[config.mk]
export PLATFORM = sky130hd
export DESIGN_NAME = line_fold_at_last_blank
export DESIGN_NICKNAME = d
export VERILOG_FILES = /design/src/design/lfold_pkg.sv /design/src/design/lfold_front.sv /design/src/design/lfold_back.sv /design/src/design/line_fold_at_last_blank.sv
export VERILOG_INCLUDE_DIRS = /design/src /design/src/design
export SDC_FILE = /design/constraint.sdc
export NUM_CORES = 1
export LEC_CHECK = 0
export BUFFER_PORTS_ARGS = -buffer_cell sky130_fd_sc_hd__buf_4
export CAP_MARGIN = 20
export CORE_ASPECT_RATIO = 1.1
export CORE_MARGIN = 2
export CORE_UTILIZATION = 60
export DETAILED_ROUTE_END_ITERATION = 7
export HOLD_SLACK_MARGIN = 0.06
export PLACE_DENSITY = 0.76
export SYNTH_ARGS = -nofsm -noshare
export SYNTH_HDL_FRONTEND = slang
export SYNTH_SLANG_ARGS = --single-unit
[constraint.sdc]
create_clock -name clk -period 4 [get_ports clk]
set_clock_uncertainty 0.2 [all_clocks]
set_input_delay 0.2 -clock clk [delete_from_list [all_inputs] [get_ports clk]]
set_output_delay 0.2 -clock clk [all_outputs]
set_load 0.03 [all_outputs]
[src/design/line_fold_at_last_blank_defines.svh]
// Assertion macros shared by the line folder.
`ifndef LINE_FOLD_AT_LAST_BLANK_DEFINES_SVH
`define LINE_FOLD_AT_LAST_BLANK_DEFINES_SVH

// The consequent must hold in the same cycle as the antecedent.
`define LF_ASSERT_NOW(label, clk, rst_n, ante, cons, msg) \
	label: assert property (@(posedge clk) disable iff (!rst_n) (ante) |-> (cons)) \
		else $error(msg);

// The consequent must hold in the cycle after the antecedent.
`define LF_ASSERT_NEXT(label, clk, rst_n, ante, cons, msg) \
	label: assert property (@(posedge clk) disable iff (!rst_n) (ante) |=> (cons)) \
		else $error(msg);

`endif

[src/design/lfold_pkg.sv]
package lfold_pkg;

	localparam logic [7:0] CHAR_SPACE = 8'd32;
	localparam logic [7:0] CHAR_TAB = 8'd9;
	localparam logic [7:0] CHAR_NL = 8'd10;

	localparam logic [5:0] WIDTH_RESET = 6'd20;
	localparam logic [5:0] WIDTH_MIN = 6'd2;

	function automatic logic is_blank(input logic [7:0] c);
		return (c == CHAR_SPACE) || (c == CHAR_TAB);
	endfunction

endpackage

[src/design/lfold_front.sv]
module lfold_front import lfold_pkg::*; #(
	parameter int MAX_WIDTH = 32,
	parameter int DEPTH = 64,
	parameter int AW = 6,
	parameter int CW = 6,
	parameter int PW = 5
) (
	input  logic          clk,
	input  logic          arst_n,
	input  logic [5:0]    line_width,
	input  logic          in_valid,
	output logic          in_stall,
	input  logic [7:0]    ch,
	input  logic          flush,
	input  logic          busy,
	output logic          job_push,
	output logic [AW-1:0] job_base,
	output logic [CW-1:0] job_count,
	output logic          job_nl,
	output logic          wr_en,
	output logic [AW-1:0] wr_addr,
	output logic [7:0]    wr_data
);

	logic [AW-1:0] base_q;
	logic [CW-1:0] fill_q;
	logic [PW-1:0] bpos_q;
	logic          seen_q;

	logic [5:0]    eff_w;
	logic          blank;
	logic          is_nl;
	logic [PW-1:0] bpos_n;
	logic          seen_n;
	logic [CW-1:0] nf;
	logic          brk;
	logic          job_req;
	logic          acc;
	logic [AW-1:0] base_d;
	logic [CW-1:0] fill_d;
	logic [PW-1:0] bpos_d;
	logic          seen_d;

	function automatic logic [AW-1:0] addr_add(input logic [AW-1:0] a, input logic [CW:0] x);
		logic [AW:0] s;
		s = {1'b0, a} + (AW+1)'(x);
		if (s >= (AW+1)'(DEPTH)) begin
			s = s - (AW+1)'(DEPTH);
		end
		return s[AW-1:0];
	endfunction

	always_comb begin
		if (line_width < WIDTH_MIN) begin
			eff_w = WIDTH_MIN;
		end else if ({1'b0, line_width} > 7'(MAX_WIDTH)) begin
			eff_w = 6'(MAX_WIDTH);
		end else begin
			eff_w = line_width;
		end
	end

	assign blank = is_blank(ch);
	assign is_nl = (ch == CHAR_NL);
	assign bpos_n = blank ? PW'(fill_q) : bpos_q;
	assign seen_n = seen_q | blank;
	assign nf = fill_q + CW'(1);
	assign brk = (7'(nf) >= 7'(eff_w));
	assign job_req = flush ? (fill_q != '0) : (is_nl || brk);
	assign in_stall = job_req && busy;
	assign acc = in_valid && !in_stall;
	assign job_push = acc && job_req;

	assign wr_en = acc && !flush && !is_nl;
	assign wr_addr = addr_add(base_q, {1'b0, fill_q});
	assign wr_data = ch;

	always_comb begin
		job_base = base_q;
		job_count = fill_q;
		job_nl = 1'b1;
		base_d = addr_add(base_q, {1'b0, fill_q});
		fill_d = '0;
		bpos_d = '0;
		seen_d = 1'b0;
		if (flush) begin
			job_nl = 1'b0;
		end else if (is_nl) begin
			job_nl = 1'b1;
		end else if (!brk) begin
			base_d = base_q;
			fill_d = nf;
			bpos_d = bpos_n;
			seen_d = seen_n;
		end else if (seen_n) begin
			job_count = CW'(bpos_n);
			base_d = addr_add(base_q, (CW+1)'(bpos_n) + (CW+1)'(1));
			fill_d = nf - CW'(bpos_n) - CW'(1);
		end else begin
			job_count = nf;
			base_d = addr_add(base_q, {1'b0, nf});
		end
	end

	always_ff @(posedge clk or negedge arst_n) begin
		if (!arst_n) begin
			base_q <= '0;
			fill_q <= '0;
			bpos_q <= '0;
			seen_q <= 1'b0;
		end else if (acc) begin
			base_q <= base_d;
			fill_q <= fill_d;
			bpos_q <= bpos_d;
			seen_q <= seen_d;
		end
	end

endmodule

[src/design/lfold_back.sv]
module lfold_back import lfold_pkg::*; #(
	parameter int DEPTH = 64,
	parameter int AW = 6,
	parameter int CW = 6
) (
	input  logic          clk,
	input  logic          arst_n,
	input  logic          wr_en,
	input  logic [AW-1:0] wr_addr,
	input  logic [7:0]    wr_data,
	input  logic          job_valid,
	input  logic [AW-1:0] job_base,
	input  logic [CW-1:0] job_count,
	input  logic          job_nl,
	output logic          job_pop,
	output logic          busy,
	output logic          out_valid,
	input  logic          out_stall,
	output logic [7:0]    out_char,
	output logic          last_of_run
);

	logic [7:0]    mem [DEPTH];

	logic          act_q;
	logic [AW-1:0] jbase_q;
	logic [CW-1:0] jcnt_q;
	logic          jnl_q;
	logic [CW-1:0] pos_q;

	logic [7:0]    rd_data_s1;
	logic          valid_s1;
	logic          nl_s1;
	logic          last_s1;

	logic          out_v_q;
	logic [7:0]    out_char_q;
	logic          last_q;

	logic          move;
	logic          issue;
	logic          at_nl;
	logic          is_last;
	logic [AW-1:0] rd_addr;

	function automatic logic [AW-1:0] addr_add(input logic [AW-1:0] a, input logic [CW-1:0] x);
		logic [AW:0] s;
		s = {1'b0, a} + (AW+1)'(x);
		if (s >= (AW+1)'(DEPTH)) begin
			s = s - (AW+1)'(DEPTH);
		end
		return s[AW-1:0];
	endfunction

	assign move = valid_s1 && (!out_v_q || !out_stall);
	assign issue = act_q && (!valid_s1 || move);
	assign at_nl = (pos_q == jcnt_q);
	assign is_last = at_nl || (!jnl_q && (pos_q == jcnt_q - CW'(1)));
	assign rd_addr = addr_add(jbase_q, pos_q);
	assign job_pop = job_valid && !act_q;
	assign busy = act_q;

	assign out_valid = out_v_q;
	assign out_char = out_char_q;
	assign last_of_run = last_q;

	always_ff @(posedge clk) begin
		if (wr_en) begin
			mem[wr_addr] <= wr_data;
		end
		if (issue) begin
			rd_data_s1 <= mem[rd_addr];
			nl_s1 <= at_nl;
			last_s1 <= is_last;
		end
		if (job_pop) begin
			jbase_q <= job_base;
			jcnt_q <= job_count;
			jnl_q <= job_nl;
		end
		if (move) begin
			out_char_q <= nl_s1 ? CHAR_NL : rd_data_s1;
			last_q <= last_s1;
		end
	end

	always_ff @(posedge clk or negedge arst_n) begin
		if (!arst_n) begin
			act_q <= 1'b0;
			pos_q <= '0;
			valid_s1 <= 1'b0;
			out_v_q <= 1'b0;
		end else begin
			if (job_pop) begin
				act_q <= 1'b1;
				pos_q <= '0;
			end else if (issue) begin
				if (is_last) begin
					act_q <= 1'b0;
				end else begin
					pos_q <= pos_q + CW'(1);
				end
			end
			if (issue) begin
				valid_s1 <= 1'b1;
			end else if (move) begin
				valid_s1 <= 1'b0;
			end
			if (move) begin
				out_v_q <= 1'b1;
			end else if (!out_stall) begin
				out_v_q <= 1'b0;
			end
		end
	end

endmodule

[src/design/line_fold_at_last_blank.sv]
// Line folder. Characters enter one word at a time on the input channel (ch, flush),
// and folded text leaves one character per word on the output channel (out_char,
// last_of_run). A held line is broken when it reaches line_width columns, at its last
// space or tab, which becomes a newline; without a blank it breaks hard at the width.
// A newline input emits the held line and the newline, and a flush emits the held
// characters only. last_of_run marks the final word that one input causes.
// The register line_width is written through cfg_wr_en and cfg_wr_data; the user must
// write it only while idle, and the block does not enforce this. An input that causes
// no output is taken without a stall, also while earlier output is still being sent.
// An input that causes output waits until the previous output run has been read from
// the line memory; its run of N words then goes through the job queue, the back end's
// job registers, the read stage and the output register, and leaves at one word per
// cycle while the receiver does not stall. The memory's read port sets that rate.
// Reset clears the held line, the output and the queue, and sets line_width to 20.
// When the receiver stalls, the output word holds and the back end stops reading;
// the front end keeps taking characters that cause no output.
`include "line_fold_at_last_blank_defines.svh"

module line_fold_at_last_blank import lfold_pkg::*; #(
	parameter int MAX_WIDTH = 32
) (
	input  logic       clk,
	input  logic       arst_n,
	input  logic       cfg_wr_en,
	input  logic [5:0] cfg_wr_data,
	input  logic       in_valid,
	output logic       in_stall,
	input  logic [7:0] ch,
	input  logic       flush,
	output logic       out_valid,
	input  logic       out_stall,
	output logic [7:0] out_char,
	output logic       last_of_run
);

	localparam int DEPTH = 2 * MAX_WIDTH;
	localparam int AW = $clog2(DEPTH);
	localparam int CW = $clog2(MAX_WIDTH + 1);
	localparam int PW = $clog2(MAX_WIDTH);

	logic [5:0]    line_width_q;

	logic          q_v_q;
	logic [AW-1:0] q_base_q;
	logic [CW-1:0] q_cnt_q;
	logic          q_nl_q;

	logic          job_push;
	logic [AW-1:0] job_base;
	logic [CW-1:0] job_count;
	logic          job_nl;
	logic          job_pop;
	logic          back_busy;
	logic          wr_en;
	logic [AW-1:0] wr_addr;
	logic [7:0]    wr_data;

	always_ff @(posedge clk or negedge arst_n) begin
		if (!arst_n) begin
			line_width_q <= WIDTH_RESET;
		end else if (cfg_wr_en) begin
			line_width_q <= cfg_wr_data;
		end
	end

	lfold_front #(
		.MAX_WIDTH(MAX_WIDTH),
		.DEPTH(DEPTH),
		.AW(AW),
		.CW(CW),
		.PW(PW)
	) u_front (
		.clk(clk),
		.arst_n(arst_n),
		.line_width(line_width_q),
		.in_valid(in_valid),
		.in_stall(in_stall),
		.ch(ch),
		.flush(flush),
		.busy(q_v_q || back_busy),
		.job_push(job_push),
		.job_base(job_base),
		.job_count(job_count),
		.job_nl(job_nl),
		.wr_en(wr_en),
		.wr_addr(wr_addr),
		.wr_data(wr_data)
	);

	always_ff @(posedge clk or negedge arst_n) begin
		if (!arst_n) begin
			q_v_q <= 1'b0;
		end else if (job_push) begin
			q_v_q <= 1'b1;
		end else if (job_pop) begin
			q_v_q <= 1'b0;
		end
	end

	always_ff @(posedge clk) begin
		if (job_push) begin
			q_base_q <= job_base;
			q_cnt_q <= job_count;
			q_nl_q <= job_nl;
		end
	end

	lfold_back #(
		.DEPTH(DEPTH),
		.AW(AW),
		.CW(CW)
	) u_back (
		.clk(clk),
		.arst_n(arst_n),
		.wr_en(wr_en),
		.wr_addr(wr_addr),
		.wr_data(wr_data),
		.job_valid(q_v_q),
		.job_base(q_base_q),
		.job_count(q_cnt_q),
		.job_nl(q_nl_q),
		.job_pop(job_pop),
		.busy(back_busy),
		.out_valid(out_valid),
		.out_stall(out_stall),
		.out_char(out_char),
		.last_of_run(last_of_run)
	);

	`LF_ASSERT_NOW(a_no_queue_overwrite, clk, arst_n, job_push, !q_v_q && !back_busy, "job pushed while a run is pending")
	`LF_ASSERT_NOW(a_job_not_empty, clk, arst_n, job_push, (job_count != '0) || job_nl, "job pushed with no output")
	`LF_ASSERT_NEXT(a_pop_starts_run, clk, arst_n, job_pop, back_busy && !q_v_q, "popped job did not start a run")

endmodule
==> results of run 1 <==
## metrics by stage
| step | utilization (%) | power [mW] | cells | setup slack, ns | cell area [µm²] |
|---|---|---|---|---|---|
| finish | 69.75 | 21.13 | 2096 | 0.3152 | 28150 |
| global route | 69.75 | 22.03 | 2096 | 0.1227 | 28150 |
| CTS | 69.75 | 21.21 | 2096 | 0.2737 | 28150 |
| detailed placement | 64.94 | 16.18 | 1972 | 0.3369 | 26220 |
| global placement | 64.94 | 16.01 | 1972 | 0.3606 | 26220 |
| floorplan | - | 13.40 | 1373 | 0.3490 | 24620 |
## cell usage after synthesis, types with 3 or more instances
library cell,count
o21ai_1,3
o211ai_1,4
xor2_1,13
nor2b_1,17
nor3_1,8
xnor2_1,26
a21oi_1,25
a211oi_1,8
nor3b_1,3
or2_2,5
nand2_1,103
nor2_1,97
nand2b_1,9
nand3b_1,3
mux2_2,6
o21a_1,3
or3_1,5
buf_6,3
clkbuf_1,32
mux4_2,130
a21o_1,12
fa_1,5
mux2i_1,66
inv_1,15
dfrtp_1,32
o31ai_1,7
ha_1,35
edfxtp_1,557
buf_2,22
nand3_1,44
a31oi_1,6
o21ai_0,23
and3_1,5
nand4_1,11
## path summary, 6_finish.rpt
| path | to | from | cells after the start |
|---|---|---|---|
| max in group asynchronous | u_back.pos_q[0] | arst_n | 4 |
| hold reg to reg | u_back.jcnt_q[4] | q_cnt_q[4] | 0 |
| min in group asynchronous | line_width_q[4] | arst_n | 3 |
| setup / recovery | u_back.rd_data_s1[6] | u_back.pos_q[0] | 9 |
| hold / removal | u_back.mem[54][6] | ch[6] | 2 |
| setup reg to reg | u_back.rd_data_s1[6] | u_back.pos_q[0] | 9 |
## worst register-to-register path, cell delays in order, from the launching register on
cell and delay, ns:
dfrtp_1 0.47, ha_4 0.21, fa_4 0.94, buf_12 0.26, mux4_2 0.36, nor2b_1 0.18, a211oi_1 0.28, a211oi_1 0.10
nor3_1 0.34, a21oi_1 0.07
## kinds of logic (layout without fill, tap and decap cells)
logic type / after synthesis / after routing / synth area share, %
AND/OR/NAND/NOR: 321 / 321 / 5.982
buffers and inverters: 75 / 285 / 1.377
multiplexers: 202 / 202 / 14.85
AO/OA/AOI/OAI: 104 / 104 / 2.740
adder cells (fa/ha/maj): 40 / 40 / 2.186
XOR/XNOR: 40 / 40 / 1.454
flip-flops: 591 / 591 / 71.41
## repair_timing
action | CTS | global route
buffers inserted | 0 | 0
hold buffers | 22 | 0
endpoints found under the hold margin | 95 | 0
## placed cells by master, fill, tap and decap left out, types with 4 or more instances in the layout
cell,Yosys,routed
edfxtp_1,557,557
buf_4,2,137
mux4_2,130,130
nand2_1,103,103
nor2_1,97,96
mux2i_1,66,66
clkbuf_16,0,55
nand3_1,44,44
ha_1,35,34
dfrtp_1,32,32
xnor2_1,26,25
a21oi_1,25,25
o21ai_0,23,23
dlygate4sd3_1,0,21
nor2b_1,17,17
inv_1,15,15
clkinv_1,0,14
xor2_1,13,13
a21o_1,12,12
clkbuf_1,32,12
nand4_1,11,11
clkinv_2,0,11
buf_12,0,10
nand2b_1,9,9
nor3_1,8,8
a211oi_1,8,8
o31ai_1,7,7
a31oi_1,6,6
mux2_2,6,6
or2_2,5,5
and3_1,5,5
or3_1,5,5
o211ai_1,4,4
fa_1,5,4
bufinv_16,0,4
## registers in the layout, summed over array words and instances, names as in the netlist, 5 cells and up
register           cells
u_front.fill_q         6
u_back.pos_q           6
q_base_q               6
u_back.jbase_q         6
u_back.rd_data_s1      8
u_back.mem           512
u_back.jcnt_q          6
u_back.out_char        8
u_front.bpos_q         5
u_front.job_base       6
line_width_q           6
q_cnt_q                6
## report_power, final
group          switching [mW]  total (mW)  internal (mW)  leakage, nW
Sequential              0.219        7.46           7.24         5.45
Clock                    2.16        4.97           2.82        0.837
Combinational            4.90        8.70           3.80         3.40
## final cells by class
| class | count | area share [%] |
|---|---|---|
| well taps | 513 | 2.280 |
| clock buffers | 69 | 5.146 |
| repair buffers | 168 | 5.111 |
| multi-input cells | 707 | 23.90 |
| inverters | 15 | 0.2000 |
| flip-flops and latches | 591 | 62.44 |
| clock inverters | 33 | 0.9244 |
## routing by layer
| metal | GRT usage (%) | part of all wire [%] |
|---|---|---|
| met1 | 36.73 | 40 |
| met2 | 43.22 | 50 |
| met3 | 4.015 | 7.5 |
| met4 | 6.667 | 2.1 |
| met5 | 0 | 0.030 |
==> metrics.cfg, run 1 <==
[routing]
via_per_inst=6.313
vias=13230
drt-initial-drc-count=1394
drc_errors=0
firstDrtPassIters=5
antenna_left=0
wl_um=53310
wl_per_cell_um=25.43

[timing]
fin_crit_ns=3.685
report.final.hold_viol_count=0
fin_crit_sh_pct=92.12
rsz0062_at_grt=no
max-slew-margin-rel_pct=46.51
worstMarginPinSlew_ns=0.8015
finalSetupViolCount=0
drv_slew=0
fmax_mhz=271.4
whs_ns=0.1049
fin_tns_setup_ns=0

[status]
status=completed

[synthesis]
ys_async_sr_fraction_pct=5.753
syn_area_per_cell_um2=17.93
postSynthCellCount=1373
yosysTopAreaCell=edfxtp_1
synth.distinct_cells=58
yosys.area.top_type_share_pct=67.94
synth_fp_nets=1433
synthTopCellsByArea=edfxtp_1, mux4_2, dfrtp_1
ys_warn_count=0
synth_flop_cell=edfxtp_1
synth-edff-count=557
ys_ff_latch=591
netlist_area_um2=24620
yosysSeqAreaShare_pct=71.41

[setup_path]
arrival_ns=3.81
slowest_stage=fa_4
worstSetupPathType=reg2reg
r2r_setup_slack_ns=0.32
cpMostUsedCell=a211oi_1
path_buf_inv=1
critical_path.cell_chain=ha_4 -> fa_4 -> buf_12 -> mux4_2 -> nor2b_1 -> a211oi_1 -> a211oi_1 -> nor3_1 -> a21oi_1
cp.required_ns=4.12
cp_top_family=adder cells
critPathLaunchType=flip-flop
slowest_delay_ns=0.94
end_kind=flip-flop
path_max_fanout=30

[final_layout]
area_growth_pct=14.37
final_nets=1598
multiInputGateArea_um2=6729
regArea_um2=17580
fillCellCount=2489
layout-drive-gt1-share_pct=23.88
n_antenna_cell=0

[placement]
globalplace.congestion=0.8979
dp_hpwl_um=33870
port_buffers=30

[clock_network]
root_buffer=clkbuf_16
cts_buffers=55
clk_latency_ns=0.59
clock_sinks=591
htreeDepth=2
cts_resized=0
clk_pin_slew_ns=0.06
cts_tree=yes
clockBufferDepth=3

[floorplan]
die_h_um=216.4
num_io_pins=31
core-area_um2=40370
die_area_um2=42670
rows=77
initial_core_util_pct=60.98
die_x_um=197.1

[global_routing]
grt_antenna_before_repair=2
grt_pass1_wl_um=81500
grt_max_degree=66
track_usage_pct=25.99
grt.overflow.total=0
grt_pass1_vias=13400

[pwr]
leakage_nw=9.684
ir_drop_uv=543.0
powerDensity_nw_per_um2=750.4

[min_path]
worstHoldPathType=in2reg

[run]
max-cap-violations=0

(Power assumes the default switching activity.)
==> inputs of run 2 (changes only) <==
Settings changed: CORE_ASPECT_RATIO 1.1 to default.
==> run 2 against run 1 <==
Clock-buffer cell count down 8. Global-route usage increased by 1.0 points. Final cell count increased by 1.8%. Utilization up 0.68 points. Via count increased by 0.81%. Sequential share of layout area shrank 1.0 points. Register-to-register slack worse by 0.06 ns. Sequential power barely moved. Critical path depth unchanged. Die area hardly changed. Flip-flop and latch count stayed put. Fmax shrank 1.7%. Highest routed layer is now met4.
==> metrics.cfg, run 2 (same netlist as run 1, synthesis figures left out) <==
[clock_network]
post_cts_buffers=0
clock_sinks=591
cts_tree=yes
cts_buffers=57
root_buffer=clkbuf_16
clockBufferDepth=3
htreeDepth=2
clk_pin_slew_ns=0.07
clk_latency_ns=0.62

[floorplan]
die_x_um=206.6
die_area_um2=42670
num_io_pins=31
rows=74
core-area_um2=40650
initial_core_util_pct=60.56
die_h_um=206.6

[setup_path]
arrival_ns=3.89
critPathLaunchType=flip-flop
r2r_cells=9
r2r-start=u_back.pos_q[0]
r2r_setup_slack_ns=0.25
cp.required_ns=4.14
r2r_end=u_back.rd_data_s1[7]
end_kind=flip-flop
worstSetupPathType=reg2reg
path_max_fanout=14

[timing]
drv_slew=0
fin_crit_ns=3.747
worstMarginPinSlew_ns=0.8351
fin_tns_setup_ns=0
finalSetupViolCount=0
whs_ns=0.09639
report.final.hold_viol_count=0
max-slew-margin-rel_pct=44.33
fmax_mhz=266.9
fin_crit_sh_pct=93.68
rsz0062_at_grt=no

[routing]
m1WireLength_um=21880
drt-initial-drc-count=1512
wl_met3_um=4509
top_layer_used=met4
wl_um=55590
drc_errors=0
via_per_inst=6.251
vias=13340
firstDrtPassIters=8
wl_met2_um=26960
antenna_left=0
wl_per_cell_um=26.05

[placement]
globalplace.congestion=0.8675
dp_hpwl_um=34900
port_buffers=30

[final_layout]
largest_reg_flops=512
layout-drive-gt1-share_pct=25.97
layout_common_cells=edfxtp_1, buf_4, mux4_2, nand2_1, nor2_1
n_antenna_cell=0
area_growth_pct=16.27
final_nets=1614
top_register=u_back.mem
final_common_cell=edfxtp_1

[min_path]
hold_start=ch[6]
worstHoldPathType=in2reg
whs_endpoint=u_back.mem[43][6]
min_path_cells=2

[pwr]
seqPwrFrac_pct=33.8
power_switching_mw=7.489
pwr-share-clk_pct=26.6
power_frac_comb_pct=39.6
ir_drop_uv=474.4
leakage_nw=9.919
powerDensity_nw_per_um2=772.1
p_sw_share_pct=33.88
p_int_mw=14.61

[global_routing]
grt_pass1_vias=13610
grt_pass1_wl_um=83190
grt_antenna_before_repair=0
track_usage_pct=27.01
grt_max_degree=66
grt.overflow.total=0

[status]
status=completed

[run]
max-cap-violations=0

==> run 2: changes by cell type in the layout (fill, tap and decap cells not counted), moves of 3 or more <==
cell	before	now
clkbuf_16	55	59
bufinv_16	4	13
clkbuf_1	12	2
buf_4	137	152
clkinvlp_4	2	5
clkinv_2	11	17
clkinv_1	14	5
==> run 2: layer usage <==
metal / up-vias / GRT usage, %
met5: - / 0
met4: 0 / 11.07
met3: 115 / 5.620
met2: 644 / 43.02
met1: 6775 / 37.02
li1: 5805 / -
==> run 2: what timing repair did <==
item,4_1_cts,5_1_grt
endpoints found under the hold margin,169,0
resized for setup,0,1
hold buffers,23,0
setup endpoints to repair,0,1
==> run 2: how the worst max path moves through the flow <==
stage / slack, ns / to / startpoint / cells after the start
CTS: 0.25 / u_back.rd_data_s1[7] / u_back.pos_q[0] / 9
floorplan: 0.35 / q_base_q[0] / u_front.fill_q[2] / 12
finish: 0.25 / u_back.rd_data_s1[7] / u_back.pos_q[0] / 9
detailed placement: 0.27 / u_back.rd_data_s1[7] / u_back.pos_q[0] / 9
global placement: 0.29 / u_back.rd_data_s1[7] / u_back.pos_q[0] / 9
global route: 0.1 / u_front.seen_q / u_front.fill_q[0] / 13
==> run 2: worst max-delay path, stage by stage (launching register included) <==
cell,delay [ns]
dfrtp_1,0.48
ha_4,0.22
fa_4,0.97
buf_12,0.21
buf_12,0.15
mux4_2,0.31
mux2i_1,0.29
mux2i_1,0.21
mux2i_1,0.28
mux2i_1,0.14
==> run 2: stage by stage <==
stage	setup WS [ns]	power (mW)	std cells	utilization [%]	instance area, µm²
after floorplan	0.3490	13.40	1373	-	24620
after global placement	0.2924	16.10	2004	64.73	26310
after detailed placement	0.2663	16.25	2004	64.73	26310
after CTS	0.2516	22.19	2134	70.42	28620
after global routing	0.09595	23.03	2134	70.42	28620
final	0.2528	22.10	2134	70.42	28620
==> run 2: cell type report <==
cell class | instances | area, µm²
Sequential cell | 591 | 17580
Fill cell | 2443 | 12020
Multi-Input combinational cell | 707 | 6729
Timing Repair Buffer | 182 | 1521
Clock buffer | 61 | 1484
Tap cell | 532 | 665.6
Clock inverter | 46 | 586.8
Inverter | 15 | 56.30
==> run 2: power by group through the flow <==
stage	Clock, mW	Combinational [mW]	Sequential, mW
floorplan	0	5.84	7.56
global placement	0	8.52	7.58
detailed placement	0	8.65	7.60
CTS	5.94	8.78	7.47
global route	6.16	9.38	7.50
finish	5.87	8.76	7.48
==> inputs of run 3 (changes only) <==
Settings changed: PLACE_DENSITY 0.76 to 0.79.
==> run 3 against run 2 <==
Utilization is 0.99 points lower. Flip-flop and latch count stayed put. Worst setup slack better by 0.047 ns. Global-route usage is 0.59 points lower. Worst hold slack better by 0.014 ns. Via count is 0.44% lower. Clock power is 14% lower. Design area is 1.4% lower. Critical path type unchanged. Critical endpoint is now u_front.seen_q. Highest routed layer unchanged.
==> metrics.cfg, run 3 (same netlist as run 1, synthesis figures left out) <==
[routing]
vias=13280
wl_um=54150
drt-initial-drc-count=1612
via_per_inst=6.270
firstDrtPassIters=5
wl_per_cell_um=25.56
antenna_left=0
drc_errors=0

[status]
status=completed

[setup_path]
path_buf_inv=2
critical_path.cell_chain=ha_1 -> nand3_1 -> xnor2_1 -> ha_1 -> a21o_1 -> a21oi_1 -> o21ai_0 -> buf_4 -> nor2b_1 -> o21a_1 -> a21oi_1 -> a31oi_1 -> dlygate4sd3_1
path_max_fanout=13
slowest_stage=dlygate4sd3_1
r2r-start=u_front.fill_q[0]
slowest_delay_ns=0.56
critPathLaunch=u_front.fill_q[0]
r2r_end=u_front.seen_q
end_kind=flip-flop
critPathLaunchType=flip-flop
worstSetupPathType=reg2reg
arrival_ns=4.03
r2r_cells=13
r2r_setup_slack_ns=0.30
critPathCapture=u_front.seen_q
cp.required_ns=4.33
cp_top_family=compound AO/OA/AOI/OAI gates
cp_num_cells=13

[final_layout]
top_register=u_back.mem
final_nets=1600
largest_reg_flops=512
n_antenna_cell=0
fillCellCount=2471
layout-drive-gt1-share_pct=24.40
final_util_pct=69.44
layout_common_cells=edfxtp_1, buf_4, mux4_2, nand2_1, nor2_1
final_common_cell=edfxtp_1
area_growth_pct=14.65

[floorplan]
num_io_pins=31
die_area_um2=42670
die_x_um=206.6
die_h_um=206.6
initial_core_util_pct=60.56
rows=74
core-area_um2=40650

[clock_network]
cts_tree=yes
clockBufferDepth=3
clk_pin_slew_ns=0.07
clk_latency_ns=0.61
cts_buffers=55
post_cts_buffers=0
htreeDepth=2
clock_sinks=591
root_buffer=clkbuf_16

[pwr]
powerDensity_nw_per_um2=748.8
leakage_nw=9.714
ir_drop_uv=470.5
finalPower_mw=21.13

[placement]
dp_slack_ns=0.3968
globalplace.congestion=0.8506
port_buffers=30
dp_hpwl_um=34240

[timing]
fin_tns_setup_ns=0
worstMarginPinSlew_ns=0.7776
report.final.hold_viol_count=0
max-slew-margin-rel_pct=47.97
fin_crit_sh_pct=92.51
fin_crit_ns=3.701
rsz0062_at_grt=no
fin_ws_ns=0.2995
drv_slew=0
fmax_mhz=270.2
finalSetupViolCount=0

[run]
max-cap-violations=0

[global_routing]
grt_max_degree=66
grt_pass1_wl_um=82050
track_usage_pct=26.42
grt_antenna_before_repair=0
grt.overflow.total=0
grt_pass1_vias=13210

[min_path]
worstHoldPathType=in2reg
hold_start=ch[6]
min_path_cells=2

[run 3: final cells by class]
class,instances,area (µm²),area share (%)
sequential,591,17580,62.29
multi-input combinational,707,6729,23.84
clock buffer,73,1536,5.444
timing repair buffer,170,1439,5.098
tap,532,665.6,2.358
clock inverter,30,217.7,0.7714
inverter,15,56.30,0.1995
[run 3: per-layer routing]
| layer | vias up | wire length (µm) | global-route usage, % |
|---|---|---|---|
| met4 | 0 | 1564 | 8.265 |
| met5 | - | 0 | 0 |
| met1 | 6808 | 21570 | 37.31 |
| li1 | 5767 | - | - |
| met3 | 102 | 4102 | 4.678 |
| met2 | 603 | 26910 | 42.79 |
[run 3: repair_timing]
action | in CTS | in global routing
hold buffers | 21 | 0
endpoints found under the hold margin | 102 | 0
resized for setup | 0 | 0
[run 3: worst min path at each step]
stage,slack [ns],end
after floorplan,-0.30,line_width_q[0]
after CTS,0.08,u_back.mem[25][6]
after detailed placement,-0.01,line_width_q[0]
after global placement,-0.02,line_width_q[3]
final,0.11,u_back.mem[25][6]
after global routing,0.11,u_back.mem[25][6]
[run 3: metrics by stage]
step	hold WS [ns]	cell area (µm²)	cells
after floorplan	-0.2956	24620	1373
after detailed placement	-0.01376	26250	1994
after CTS	0.07564	28220	2118
final	0.1106	28220	2118
after global placement	-0.01588	26250	1994
after global routing	0.1101	28220	2118
[run 3: power breakdown]
| group | switching [mW] | internal, mW | total [mW] |
|---|---|---|---|
| clock | 2.24 | 2.83 | 5.07 |
| sequential | 0.238 | 7.24 | 7.48 |
| combinational | 4.84 | 3.74 | 8.58 |
